==> config.mk <==
export PLATFORM = sky130hd
export DESIGN_NAME = script_statement_tokenizer
export DESIGN_NICKNAME = d
export VERILOG_FILES = /design/src/rtl/sst_pkg.sv /design/src/rtl/script_statement_tokenizer.sv
export SDC_FILE = /design/constraint.sdc
export NUM_CORES = 1
export LEC_CHECK = 0
export ABC_AREA = 0
export BUFFER_PORTS_ARGS = -buffer_cell sky130_fd_sc_hd__buf_2
export CELL_PAD_IN_SITES_DETAIL_PLACEMENT = 0
export CELL_PAD_IN_SITES_GLOBAL_PLACEMENT = 1
export CORE_ASPECT_RATIO = 0.75
export CORE_UTILIZATION = 24
export CTS_CLUSTER_SIZE = 25
export DETAILED_ROUTE_END_ITERATION = 8
export PLACE_DENSITY = 0.5
export REMOVE_ABC_BUFFERS = 1
export SYNTH_ARGS = -nofsm -noshare
export SYNTH_HDL_FRONTEND = slang
export SYNTH_SLANG_ARGS = --single-unit
==> constraint.sdc <==
create_clock -name i_clk -period 7.34 [get_ports i_clk]
set_input_delay 0.367 -clock i_clk [delete_from_list [all_inputs] [get_ports i_clk]]
set_output_delay 0.367 -clock i_clk [all_outputs]
set_load 0.05 [all_outputs]
==> src/rtl/sst_pkg.sv <==
// Shared constants for the script statement tokenizer.
package sst_pkg;

    localparam int COUNT_BITS = 16;

    localparam logic [7:0] CH_LF     = 8'h0A;
    localparam logic [7:0] CH_TAB    = 8'h09;
    localparam logic [7:0] CH_CR     = 8'h0D;
    localparam logic [7:0] CH_SPACE  = 8'h20;
    localparam logic [7:0] CH_HASH   = 8'h23;
    localparam logic [7:0] CH_SEMI   = 8'h3B;
    localparam logic [7:0] CH_LPAREN = 8'h28;
    localparam logic [7:0] CH_RPAREN = 8'h29;
    localparam logic [7:0] CH_QUOTE  = 8'h22;
    localparam logic [7:0] CH_LBRACE = 8'h7B;
    localparam logic [7:0] CH_RBRACE = 8'h7D;
    localparam logic [7:0] CH_BSLASH = 8'h5C;
    localparam logic [7:0] CH_SLASH  = 8'h2F;
    localparam logic [7:0] CH_COMMA  = 8'h2C;
    localparam logic [7:0] CH_DOT    = 8'h2E;
    localparam logic [7:0] CH_N      = 8'h6E;
    localparam logic [7:0] CH_T      = 8'h74;

    localparam logic [1:0] ROLE_NONE = 2'd0;
    localparam logic [1:0] ROLE_HEAD = 2'd1;
    localparam logic [1:0] ROLE_ARG  = 2'd2;
    localparam logic [1:0] ROLE_OPT  = 2'd3;

    localparam logic [3:0] ERR_NONE         = 4'd0;
    localparam logic [3:0] ERR_LONE_SLASH   = 4'd1;
    localparam logic [3:0] ERR_EMPTY_STMT   = 4'd2;
    localparam logic [3:0] ERR_NO_COMMA     = 4'd3;
    localparam logic [3:0] ERR_OPEN_COMMENT = 4'd4;
    localparam logic [3:0] ERR_OPEN_HEAD    = 4'd5;
    localparam logic [3:0] ERR_OPEN_ARGS    = 4'd6;
    localparam logic [3:0] ERR_OPEN_QUOTE   = 4'd7;
    localparam logic [3:0] ERR_OPEN_BRACE   = 4'd8;
    localparam logic [3:0] ERR_OPEN_CMD     = 4'd9;

endpackage

==> src/rtl/script_statement_tokenizer.sv <==
// Byte-serial statement lexer: one result per script byte.
// The result is registered and is valid in the cycle after the input transfer.
// Throughput: 1 byte per cycle while the output is not stalled; the lexer state updates on each accepted byte.
// The result register accepts a new byte while its current result is taken.
// Reset (i_rst_n low, synchronous) resets lexer state and counters (line number to 1) and clears output valid.
// A byte with i_last high also returns all lexer state to its reset values.
module script_statement_tokenizer (
    input  logic        i_clk,
    input  logic        i_rst_n,
    input  logic        i_valid,
    output logic        o_stall,
    input  logic [7:0]  i_in_byte,
    input  logic        i_last,
    output logic        o_valid,
    input  logic        i_stall,
    output logic [7:0]  o_out_byte,
    output logic [1:0]  o_role,
    output logic        o_head_dot_before,
    output logic        o_stmt_start,
    output logic        o_arg_done,
    output logic        o_opt_done,
    output logic        o_stmt_done,
    output logic        o_drop_last_arg_byte,
    output logic [15:0] o_line_number,
    output logic [15:0] o_stmt_index,
    output logic [3:0]  o_error_code,
    output logic        o_script_end
);

    localparam int CW = sst_pkg::COUNT_BITS;

    typedef enum logic [3:0] {
        S_INTER     = 4'd0,
        S_CMT_LINE  = 4'd1,
        S_CMT_BLOCK = 4'd2,
        S_HEAD      = 4'd3,
        S_HEAD_SEP  = 4'd4,
        S_ARG_GAP   = 4'd5,
        S_FREE      = 4'd6,
        S_QUOTE     = 4'd7,
        S_BRACE     = 4'd8,
        S_AWAIT     = 4'd9,
        S_OPT       = 4'd10,
        S_OPT_GAP   = 4'd11,
        S_SLASH     = 4'd12
    } t_state;

    t_state          r_state, n_state;
    logic            r_esc, n_esc;
    logic            r_head_empty, n_head_empty;
    logic            r_dot, n_dot;
    logic            r_prev_nl;
    logic [CW-1:0]   r_line, n_line;
    logic [CW-1:0]   r_stmt, n_stmt;
    logic [3:0]      r_err, n_err;

    logic [7:0]      n_ob;
    logic [1:0]      n_role;
    logic            n_hdot, n_start, n_argd, n_optd, n_stmtd, n_drop;
    logic            raise;
    logic            blank, sep, in_stmt_old;
    logic [CW-1:0]   idx;
    logic [31:0]     line_ext, idx_ext;
    logic            accept;

    logic            r_o_valid;

    assign o_stall = r_o_valid & i_stall;
    assign o_valid = r_o_valid;
    assign accept  = i_valid & ~o_stall;

    assign blank = (i_in_byte inside {sst_pkg::CH_SPACE, sst_pkg::CH_LF,
                                      sst_pkg::CH_TAB, sst_pkg::CH_CR});
    assign sep   = blank | (i_in_byte inside {sst_pkg::CH_DOT, sst_pkg::CH_COMMA,
                                              sst_pkg::CH_SLASH});
    assign in_stmt_old = (r_state inside {[S_HEAD:S_OPT_GAP]});

    always_comb begin
        n_state      = r_state;
        n_esc        = r_esc;
        n_head_empty = r_head_empty;
        n_dot        = r_dot;
        n_stmt       = r_stmt;
        n_err        = r_err;
        n_ob         = 8'd0;
        n_role       = sst_pkg::ROLE_NONE;
        n_hdot       = 1'b0;
        n_start      = 1'b0;
        n_argd       = 1'b0;
        n_optd       = 1'b0;
        n_stmtd      = 1'b0;
        n_drop       = 1'b0;
        raise        = 1'b0;

        n_line = r_line;
        if (i_in_byte == sst_pkg::CH_LF && r_line != {CW{1'b1}}) begin
            n_line = r_line + 1'b1;
        end

        if (r_err == sst_pkg::ERR_NONE) begin
            if (r_esc) begin
                n_esc  = 1'b0;
                n_role = sst_pkg::ROLE_ARG;
                n_ob   = i_in_byte;
                if (r_state == S_BRACE) begin
                    if (i_in_byte == sst_pkg::CH_N) n_ob = sst_pkg::CH_LF;
                    else if (i_in_byte == sst_pkg::CH_T) n_ob = sst_pkg::CH_TAB;
                end
            end else begin
                case (r_state)
                    S_CMT_LINE: begin
                        if (i_in_byte == sst_pkg::CH_LF) n_state = S_INTER;
                    end
                    S_CMT_BLOCK: begin
                        if (i_in_byte == sst_pkg::CH_HASH) n_state = S_INTER;
                    end
                    S_SLASH: begin
                        if (i_in_byte == sst_pkg::CH_SLASH) begin
                            n_state = S_CMT_LINE;
                        end else begin
                            raise = 1'b1;
                            n_err = sst_pkg::ERR_LONE_SLASH;
                        end
                    end
                    S_HEAD, S_HEAD_SEP: begin
                        if (sep) begin
                            if (r_state == S_HEAD && !r_head_empty) n_dot = 1'b1;
                            n_state = S_HEAD_SEP;
                        end else if (i_in_byte == sst_pkg::CH_LPAREN) begin
                            n_state = S_ARG_GAP;
                        end else if (i_in_byte == sst_pkg::CH_SEMI) begin
                            n_stmtd = 1'b1;
                            n_state = S_INTER;
                        end else begin
                            n_role       = sst_pkg::ROLE_HEAD;
                            n_ob         = i_in_byte;
                            n_hdot       = r_dot;
                            n_dot        = 1'b0;
                            n_head_empty = 1'b0;
                            n_state      = S_HEAD;
                        end
                    end
                    S_ARG_GAP: begin
                        if (!blank) begin
                            if (i_in_byte == sst_pkg::CH_COMMA) begin
                                n_argd = 1'b1;
                            end else if (i_in_byte == sst_pkg::CH_RPAREN) begin
                                n_state = S_OPT_GAP;
                            end else if (i_in_byte == sst_pkg::CH_QUOTE) begin
                                n_state = S_QUOTE;
                            end else if (i_in_byte == sst_pkg::CH_LBRACE) begin
                                n_state = S_BRACE;
                            end else begin
                                n_role  = sst_pkg::ROLE_ARG;
                                n_ob    = i_in_byte;
                                n_state = S_FREE;
                            end
                        end
                    end
                    S_FREE: begin
                        if (i_in_byte == sst_pkg::CH_COMMA) begin
                            n_argd  = 1'b1;
                            n_state = S_ARG_GAP;
                        end else if (i_in_byte == sst_pkg::CH_RPAREN) begin
                            n_argd  = 1'b1;
                            n_drop  = r_prev_nl;
                            n_state = S_OPT_GAP;
                        end else begin
                            n_role = sst_pkg::ROLE_ARG;
                            n_ob   = i_in_byte;
                        end
                    end
                    S_QUOTE, S_BRACE: begin
                        if ((r_state == S_QUOTE && i_in_byte == sst_pkg::CH_QUOTE) ||
                            (r_state == S_BRACE && i_in_byte == sst_pkg::CH_RBRACE)) begin
                            n_argd  = 1'b1;
                            n_state = S_AWAIT;
                        end else if (i_in_byte == sst_pkg::CH_BSLASH && !i_last) begin
                            n_esc = 1'b1;
                        end else begin
                            n_role = sst_pkg::ROLE_ARG;
                            n_ob   = i_in_byte;
                        end
                    end
                    S_AWAIT: begin
                        if (!blank) begin
                            if (i_in_byte == sst_pkg::CH_COMMA) begin
                                n_state = S_ARG_GAP;
                            end else if (i_in_byte == sst_pkg::CH_RPAREN) begin
                                n_state = S_OPT_GAP;
                            end else begin
                                raise = 1'b1;
                                n_err = sst_pkg::ERR_NO_COMMA;
                            end
                        end
                    end
                    S_OPT: begin
                        if (blank) begin
                            n_optd  = 1'b1;
                            n_state = S_OPT_GAP;
                        end else if (i_in_byte == sst_pkg::CH_SEMI) begin
                            n_optd  = 1'b1;
                            n_stmtd = 1'b1;
                            n_state = S_INTER;
                        end else begin
                            n_role = sst_pkg::ROLE_OPT;
                            n_ob   = i_in_byte;
                        end
                    end
                    S_OPT_GAP: begin
                        if (!blank) begin
                            if (i_in_byte == sst_pkg::CH_SEMI) begin
                                n_stmtd = 1'b1;
                                n_state = S_INTER;
                            end else begin
                                n_role  = sst_pkg::ROLE_OPT;
                                n_ob    = i_in_byte;
                                n_state = S_OPT;
                            end
                        end
                    end
                    default: begin
                        if (blank) begin
                            n_state = S_INTER;
                        end else if (i_in_byte == sst_pkg::CH_SLASH) begin
                            if (i_last) begin
                                raise = 1'b1;
                                n_err = sst_pkg::ERR_LONE_SLASH;
                            end else begin
                                n_state = S_SLASH;
                            end
                        end else if (i_in_byte == sst_pkg::CH_HASH) begin
                            n_state = S_CMT_BLOCK;
                        end else if (i_in_byte == sst_pkg::CH_SEMI) begin
                            raise = 1'b1;
                            n_err = sst_pkg::ERR_EMPTY_STMT;
                        end else begin
                            n_start = 1'b1;
                            if (r_stmt != {CW{1'b1}}) n_stmt = r_stmt + 1'b1;
                            n_head_empty = 1'b1;
                            n_dot        = 1'b0;
                            if (i_in_byte != sst_pkg::CH_DOT) begin
                                n_role       = sst_pkg::ROLE_HEAD;
                                n_ob         = i_in_byte;
                                n_head_empty = 1'b0;
                            end
                            n_state = S_HEAD;
                        end
                    end
                endcase
            end

            if (raise) begin
                n_state = r_state;
                n_ob    = 8'd0;
                n_role  = sst_pkg::ROLE_NONE;
                n_hdot  = 1'b0;
                n_start = 1'b0;
                n_argd  = 1'b0;
                n_optd  = 1'b0;
                n_stmtd = 1'b0;
                n_drop  = 1'b0;
            end else if (i_last) begin
                case (n_state)
                    S_CMT_BLOCK:                n_err = sst_pkg::ERR_OPEN_COMMENT;
                    S_HEAD, S_HEAD_SEP:         n_err = sst_pkg::ERR_OPEN_HEAD;
                    S_ARG_GAP, S_FREE, S_AWAIT: n_err = sst_pkg::ERR_OPEN_ARGS;
                    S_QUOTE:                    n_err = sst_pkg::ERR_OPEN_QUOTE;
                    S_BRACE:                    n_err = sst_pkg::ERR_OPEN_BRACE;
                    S_OPT, S_OPT_GAP:           n_err = sst_pkg::ERR_OPEN_CMD;
                    default:                    n_err = r_err;
                endcase
            end
        end

        if ((n_start || in_stmt_old) && n_stmt != '0) idx = n_stmt - 1'b1;
        else idx = n_stmt;

        line_ext = 32'(n_line);
        idx_ext  = 32'(idx);
    end

    always_ff @(posedge i_clk) begin
        if (!i_rst_n) begin
            r_state      <= S_INTER;
            r_esc        <= 1'b0;
            r_head_empty <= 1'b1;
            r_dot        <= 1'b0;
            r_prev_nl    <= 1'b0;
            r_line       <= CW'(1);
            r_stmt       <= '0;
            r_err        <= sst_pkg::ERR_NONE;
            r_o_valid    <= 1'b0;
        end else begin
            if (accept) begin
                r_o_valid <= 1'b1;
                if (i_last) begin
                    r_state      <= S_INTER;
                    r_esc        <= 1'b0;
                    r_head_empty <= 1'b1;
                    r_dot        <= 1'b0;
                    r_prev_nl    <= 1'b0;
                    r_line       <= CW'(1);
                    r_stmt       <= '0;
                    r_err        <= sst_pkg::ERR_NONE;
                end else begin
                    r_state      <= n_state;
                    r_esc        <= n_esc;
                    r_head_empty <= n_head_empty;
                    r_dot        <= n_dot;
                    r_prev_nl    <= (i_in_byte == sst_pkg::CH_LF);
                    r_line       <= n_line;
                    r_stmt       <= n_stmt;
                    r_err        <= n_err;
                end
            end else if (!i_stall) begin
                r_o_valid <= 1'b0;
            end
        end
    end

    always_ff @(posedge i_clk) begin
        if (accept) begin
            o_out_byte           <= n_ob;
            o_role               <= n_role;
            o_head_dot_before    <= n_hdot;
            o_stmt_start         <= n_start;
            o_arg_done           <= n_argd;
            o_opt_done           <= n_optd;
            o_stmt_done          <= n_stmtd;
            o_drop_last_arg_byte <= n_drop;
            o_line_number        <= (line_ext > 32'd65535) ? 16'hFFFF : line_ext[15:0];
            o_stmt_index         <= (idx_ext > 32'd65535) ? 16'hFFFF : idx_ext[15:0];
            o_error_code         <= n_err;
            o_script_end         <= i_last;
        end
    end

endmodule

# [Yosys cells after proc, flatten, opt, wreduce, memory -nomap -nowiden]
# Index checks and enable logic that the tools add are counted.
# Widths: inputs -> output; s select.
[op_classes] addsub=3 order_cmp=4 n_eq_ne=54 mux=165 n_bitwise=9 reduce_logical=35
[op_table] cell="$mux 16" n=12
[op_table] cell="$mux 8" n=22
[op_table] cell="$mux 4" n=40
[op_table] cell="$eq 8x6->1 const B" n=9
[op_table] cell="$mux 1" n=66
[op_table] cell="$pmux 8 s6" n=1
[op_table] cell="$eq 8x7->1 const B" n=5
[op_table] cell="$pmux 4 s10" n=1
[op_table] cell="$eq 4x4->1 const B" n=9
[op_table] cell="$add 16x1->16 const B" n=2
[op_table] cell="$eq 4x3->1 const B" n=8
[op_table] cell="$gt 16x16->1 const B" n=2
[op_table] cell="$ne 16x16->1 const B" n=2
[op_table] cell="$mux 2" n=13
[op_table] cell="$eq 8x4->1 const B" n=3
[op_table] cell="$pmux 4 s6" n=1
[op_table] cell="$reduce_or 10->1" n=2
[op_table] cell="$eq 4x2->1 const B" n=4
[op_table] cell="$reduce_bool 16->1" n=1
[op_table] cell="$sub 16x1->16 const B" n=1
[op_table] cell="$pmux 2 s6" n=1
[op_table] cell="$pmux 4 s3" n=1
[op_table] cell="$reduce_or 12->1" n=1
[op_table] cell="$reduce_or 2->1" n=6
[op_table] cell="other kinds (30)" n=57
[totals] regBits=98 inputBits=13 wordCells=292

# [Longest topological paths before layout]
[depth] word_depth=16 ltp_mapped=17 mapped_depth_nobuf=14

# [Least setup slack after synthesis]
# Ideal clock, no wire load.
[synth_path] kind="flip-flop to flip-flop" startpoint="register r_stmt[1]" endpoint="register o_stmt_index[12] (data pin)" setup_ns=0.262 t_arrival_ns=3.448 required_ns=7.078 slack_ns=3.630 stages_incl_launch_ff=18 path_buffers=3 cell_sequence="dfxtp_1 > ha_1 > clkbuf_1 > nand4_1 > or4_1 > nand4_2 > buf_6 > nor2_1 > mux2i_1 > ha_1 > inv_1 > nor3_1 > mux2i_1 > nor2_1 > a31o_2 > buf_2 > nor3_1 > or2_2"
[synth_via] elab_chain_cells=13
[synth_rtl] item="start, declared" line="script_statement_tokenizer.sv:54" source="logic [CW-1:0] r_stmt, n_stmt;"
[synth_rtl] item="start signal, assigned" line="script_statement_tokenizer.sv:313" source="r_stmt <= n_stmt;"
[synth_rtl] item="$add 16x1->16 or $ne 16x16->1 (tied branches)" line="script_statement_tokenizer.sv:239" source="if (r_stmt != {CW{1'b1}}) n_stmt = r_stmt + 1'b1;"
[synth_rtl] item="$mux 16" line="script_statement_tokenizer.sv:239"
[synth_rtl] item="$mux 16" line="script_statement_tokenizer.sv:234" source="end else if (i_in_byte == sst_pkg::CH_SEMI) begin"
[synth_rtl] item="$mux 16" line="script_statement_tokenizer.sv:232" source="end else if (i_in_byte == sst_pkg::CH_HASH) begin"
[synth_rtl] item="$mux 16" line="script_statement_tokenizer.sv:225" source="end else if (i_in_byte == sst_pkg::CH_SLASH) begin"
[synth_rtl] item="$mux 16" line="script_statement_tokenizer.sv:223" source="if (blank) begin"
[synth_rtl] item="$mux 16" line="script_statement_tokenizer.sv:110" source="case (r_state)"
[synth_rtl] item="$mux 16" line="script_statement_tokenizer.sv:101" source="if (r_esc) begin"
[synth_rtl] item="$mux 16 (*)" line="script_statement_tokenizer.sv:100" source="if (r_err == sst_pkg::ERR_NONE) begin"
[synth_rtl] item="branches (longest 2 deep; another with $sub 16x1->16)"
[synth_rtl] item="$mux 16 (*)" line="script_statement_tokenizer.sv:276" source="if ((n_start || in_stmt_old) && n_stmt != '0) idx = n_stmt - 1'b1;"
[synth_rtl] item="named net idx[12]" line="script_statement_tokenizer.sv:62" source="logic [CW-1:0] idx;"
[synth_rtl] item="$gt 16x16->1" line="script_statement_tokenizer.sv:333" source="o_stmt_index <= (idx_ext > 32'd65535) ? 16'hFFFF : idx_ext[15:0];"
[synth_rtl] item="end signal, assigned" line="script_statement_tokenizer.sv:333"
[synth_rtl] item="end, declared" line="script_statement_tokenizer.sv:25" source="output logic [15:0] o_stmt_index,"
# Mark *: on every way through the listed nets, which the timed path passes.
# A chain may end at the register's enable or synchronous reset.

# [Worst setup path after layout]
[layout_path] startpoint="register r_state[2]" endpoint="register o_stmt_index[9] (data pin)"
[layout_via] elab_chain_cells=11
[layout_rtl] item="start, declared" line="script_statement_tokenizer.sv:48" source="t_state r_state, n_state;"
[layout_rtl] item="start signal, assigned" line="script_statement_tokenizer.sv:307" source="r_state <= n_state;"
[layout_rtl] item="branches (longest 9 deep; another with $sub 16x1->16)"
[layout_rtl] item="$mux 16 (*)" line="script_statement_tokenizer.sv:276"
[layout_rtl] item="named net idx[9]" line="script_statement_tokenizer.sv:62"
[layout_rtl] item="$gt 16x16->1" line="script_statement_tokenizer.sv:333"
# Mark *: on every way through the listed nets, which the timed path passes. The select of a mux whose other input is x is not followed.

==> flow_metrics.py <==
metrics = {
    "route": {
        "drtPass1Iterations": 7,
        "vias": 6127,
        "wire_per_inst_microns": 19.8,
        "routed_wl_microns": 23000,
        "dr.first_iter.drc_count": 486,
        "via_per_inst": 5.28,
        "drc": 0,
        "ant_nets": 0,
    },
    "sta": {
        "hold_viol_final": 0,
        "setup_violations": 0,
        "fin_skew_ns": 0.00935,
        "finalCritPeriodShare_pct": 64.3,
        "tns_ns": 0,
        "maxSlewHeadroom_pct": 29.5,
        "fmax_mhz": 212,
        "drv_slew": 0,
        "rsz0062_at_grt": "false",
        "timing.final.crit_period_ns": 4.72,
        "worst_pin_slew_ns": 1.05,
    },
    "worst_setup_path": {
        "cp_data_arrival_time_ns": 4.82,
        "crit_start": "r_state[2]",
        "cp-start-kind": "flip-flop",
        "r2r-end": "o_stmt_index[9]",
        "cp.required_ns": 7.44,
        "crit_type": "flip-flop to flip-flop",
        "crit_end": "o_stmt_index[9]",
        "path_max_fanout": 19,
        "cp-end-kind": "flip-flop",
        "r2r_start": "r_state[2]",
        "reg2reg_slack_ns": 2.62,
        "rr_worst_depth": 13,
    },
    "power_and_ir_drop": {
        "ir_drop_mv": 0.125,
        "powerDensity_nw_per_um2": 201,
        "power_mw": 1.52,
        "power_leakage_nw": 2.74,
    },
    "synth": {
        "synth_seq_cells": 98,
        "avgSynthCellArea_sq_um": 8.61,
        "synth.most_common_cell": "nor2_1",
        "synth-edff-count": 53,
        "synth_area_leaders": "edfxtp_1 (24%), dfxtp_1 (14%), nor2_1 (4.0%)",
        "yosys-top-cells-count": "nor2_1 (70), nand2_1 (59), edfxtp_1 (53)",
        "ys_seq_area_share_pct": 37.6,
        "synth_top_cell_area_share_pct": 24.0,
        "ys_types": 84,
        "netlist_instances": 770,
        "ys.flop_type": "edfxtp_1",
        "netlist_area_sq_um": 6630,
        "async_reset_ff_share_pct": 0,
        "yosysWarnings": 0,
        "synth_top_area_cell": "edfxtp_1",
    },
    "worst_hold_path": {
        "hold_path_class": "primary input to flip-flop",
        "min_path_cells": 2,
    },
    "placement": {
        "port_buffers": 67,
        "hpwl_microns": 16200,
        "place_area_sq_um": 7250,
        "gp_congestion": 0.837,
    },
    "clock_network": {
        "cts_setup_buffers": 0,
        "clk_pin_slew_ns": 0.07,
        "htree_levels": 3,
        "cts_root_buffer": "clkbuf_16",
        "clockBufferDepth": 2,
        "clock_latency_ns": 0.36,
        "cts_tree": "built",
        "cts_made_buffers": 9,
        "cts_hold_buf": 0,
        "ctsResizeCount": 0,
        "numClockSinks": 98,
    },
    "final_layout": {
        "multi_input_area_sq_um": 3820,
        "area_delta_synth_final_pct": 13.9,
        "design_area_sq_um": 7550,
        "fillers": 2956,
        "ff_latch_area_sq_um": 2490,
        "drive_above_1_share_pct": 15.6,
        "antenna_cells": 0,
        "nets": 821,
    },
    "outcome": {
        "status": "finished, final reports clean",
    },
    "die": {
        "die_y_microns": 146,
        "rows": 52,
        "dieArea_sq_um": 28300,
        "core_region_area_sq_um": 27100,
        "io-pin-count": 68,
        "die_w_microns": 194,
        "start_util_pct": 24.5,
    },
    "global_routing": {
        "grt_pass1_vias": 5837,
        "antenna_found_initial": 0,
        "grt_max_degree": 71,
        "overflow": 0,
        "grt_pass1_wl_microns": 35900,
        "grt_use_total_pct": 16.4,
    },
    "run": {
        "maxCapViolations": 0,
    },
}
==> metal layers <==
layer / share of wire (%) / routed length, microns / vias to the layer above / track usage (%)
met5: 0 / 0 / - / 0
met4: 0.90 / 208 / 0 / 2.90
met3: 5.1 / 1160 / 16 / 3.73
met2: 40 / 9300 / 159 / 23.2
met1: 54 / 12300 / 2993 / 25.2
li1: - / - / 2959 / -
==> how the worst min path moves through the flow <==
stage	start	to	slack (ns)
finish	i_valid	o_valid	0.23
global route	i_valid	o_valid	0.21
CTS	i_valid	o_valid	0.22
detailed placement	r_dot	r_dot	0.48
global placement	r_dot	r_dot	0.47
floorplan	i_rst_n	r_line[0]	0.43
==> worst max-delay path, stage by stage (launching register included) <==
cell	delay, ns
dfxtp_1	0.78
nand2_1	0.30
o21bai_2	0.39
nand4_2	0.40
nor2_1	0.43
mux2i_1	0.19
ha_1	0.23
inv_1	0.08
nor3_1	0.05
mux2i_1	0.55
nor2_1	0.21
a31o_2	0.41
nor4_1	0.32
xnor2_1	0.10
==> cell type report <==
type,count,area share (%)
Tap cell,351,5.82
Multi-Input combinational cell,599,50.6
Inverter,17,0.845
Clock buffer,11,3.35
Sequential cell,98,33.0
Timing Repair Buffer,80,5.74
Clock inverter,5,0.597
==> per-stage QoR <==
step / hold slack, ns / setup WS [ns] / cells / utilization (%)
floorplan: 0.429 / 3.38 / 714 / -
global placement: 0.472 / 2.68 / 1145 / 26.8
detailed placement: 0.484 / 2.57 / 1145 / 26.8
CTS: 0.216 / 2.57 / 1161 / 27.9
global route: 0.214 / 2.09 / 1161 / 27.9
finish: 0.232 / 2.62 / 1161 / 27.9
==> layout by cell type (no fill, tap or decap), types with 4 or more instances in the layout <==
cell type	instances
a21oi_1	32
mux2i_1	4
a21boi_0	6
and4_1	4
buf_2	67
nand3b_1	5
o31a_1	6
nand3_1	31
buf_4	13
nor2_1	70
nor4_1	13
a31oi_1	9
nor3_1	35
o211a_1	5
edfxtp_1	53
dfxtp_1	45
xor2_1	16
and2_1	9
o21ai_0	37
o211ai_1	4
o21a_1	6
or2_2	5
or3_1	13
a22oi_1	25
xnor2_1	24
nand2_1	59
nand4_1	13
inv_1	15
o31ai_1	14
and3_1	19
o22ai_1	6
nor2b_1	36
nor3b_1	4
clkbuf_16	9
or4_1	9
nand2b_1	8
==> registers in the layout, indices dropped and copies added (netlist names), 2 cells and up <==
name and cells:
o_line_number 16, o_stmt_index 16, r_line 16, r_stmt 16, o_out_byte 8, o_error_code 4, r_err 4, r_state 4
o_role 2
==> where the power goes <==
| group | switching [mW] | internal [mW] | total [mW] |
|---|---|---|---|
| clock network | 0.236 | 0.255 | 0.490 |
| logic | 0.291 | 0.101 | 0.392 |
| registers | 0.0130 | 0.622 | 0.635 |
==> logic make-up after synthesis <==
| family | Yosys count | synth area share (%) |
|---|---|---|
| AND/OR/NAND/NOR | 358 | 30.1 |
| AO/OA/AOI/OAI | 190 | 20.2 |
| flip-flops | 98 | 37.6 |
| buffers and inverters | 73 | 4.72 |
| XOR/XNOR | 41 | 5.70 |
| multiplexers | 7 | 1.11 |
| adder cells (fa/ha/maj) | 3 | 0.567 |
Power figures use the tool's default switching activity.
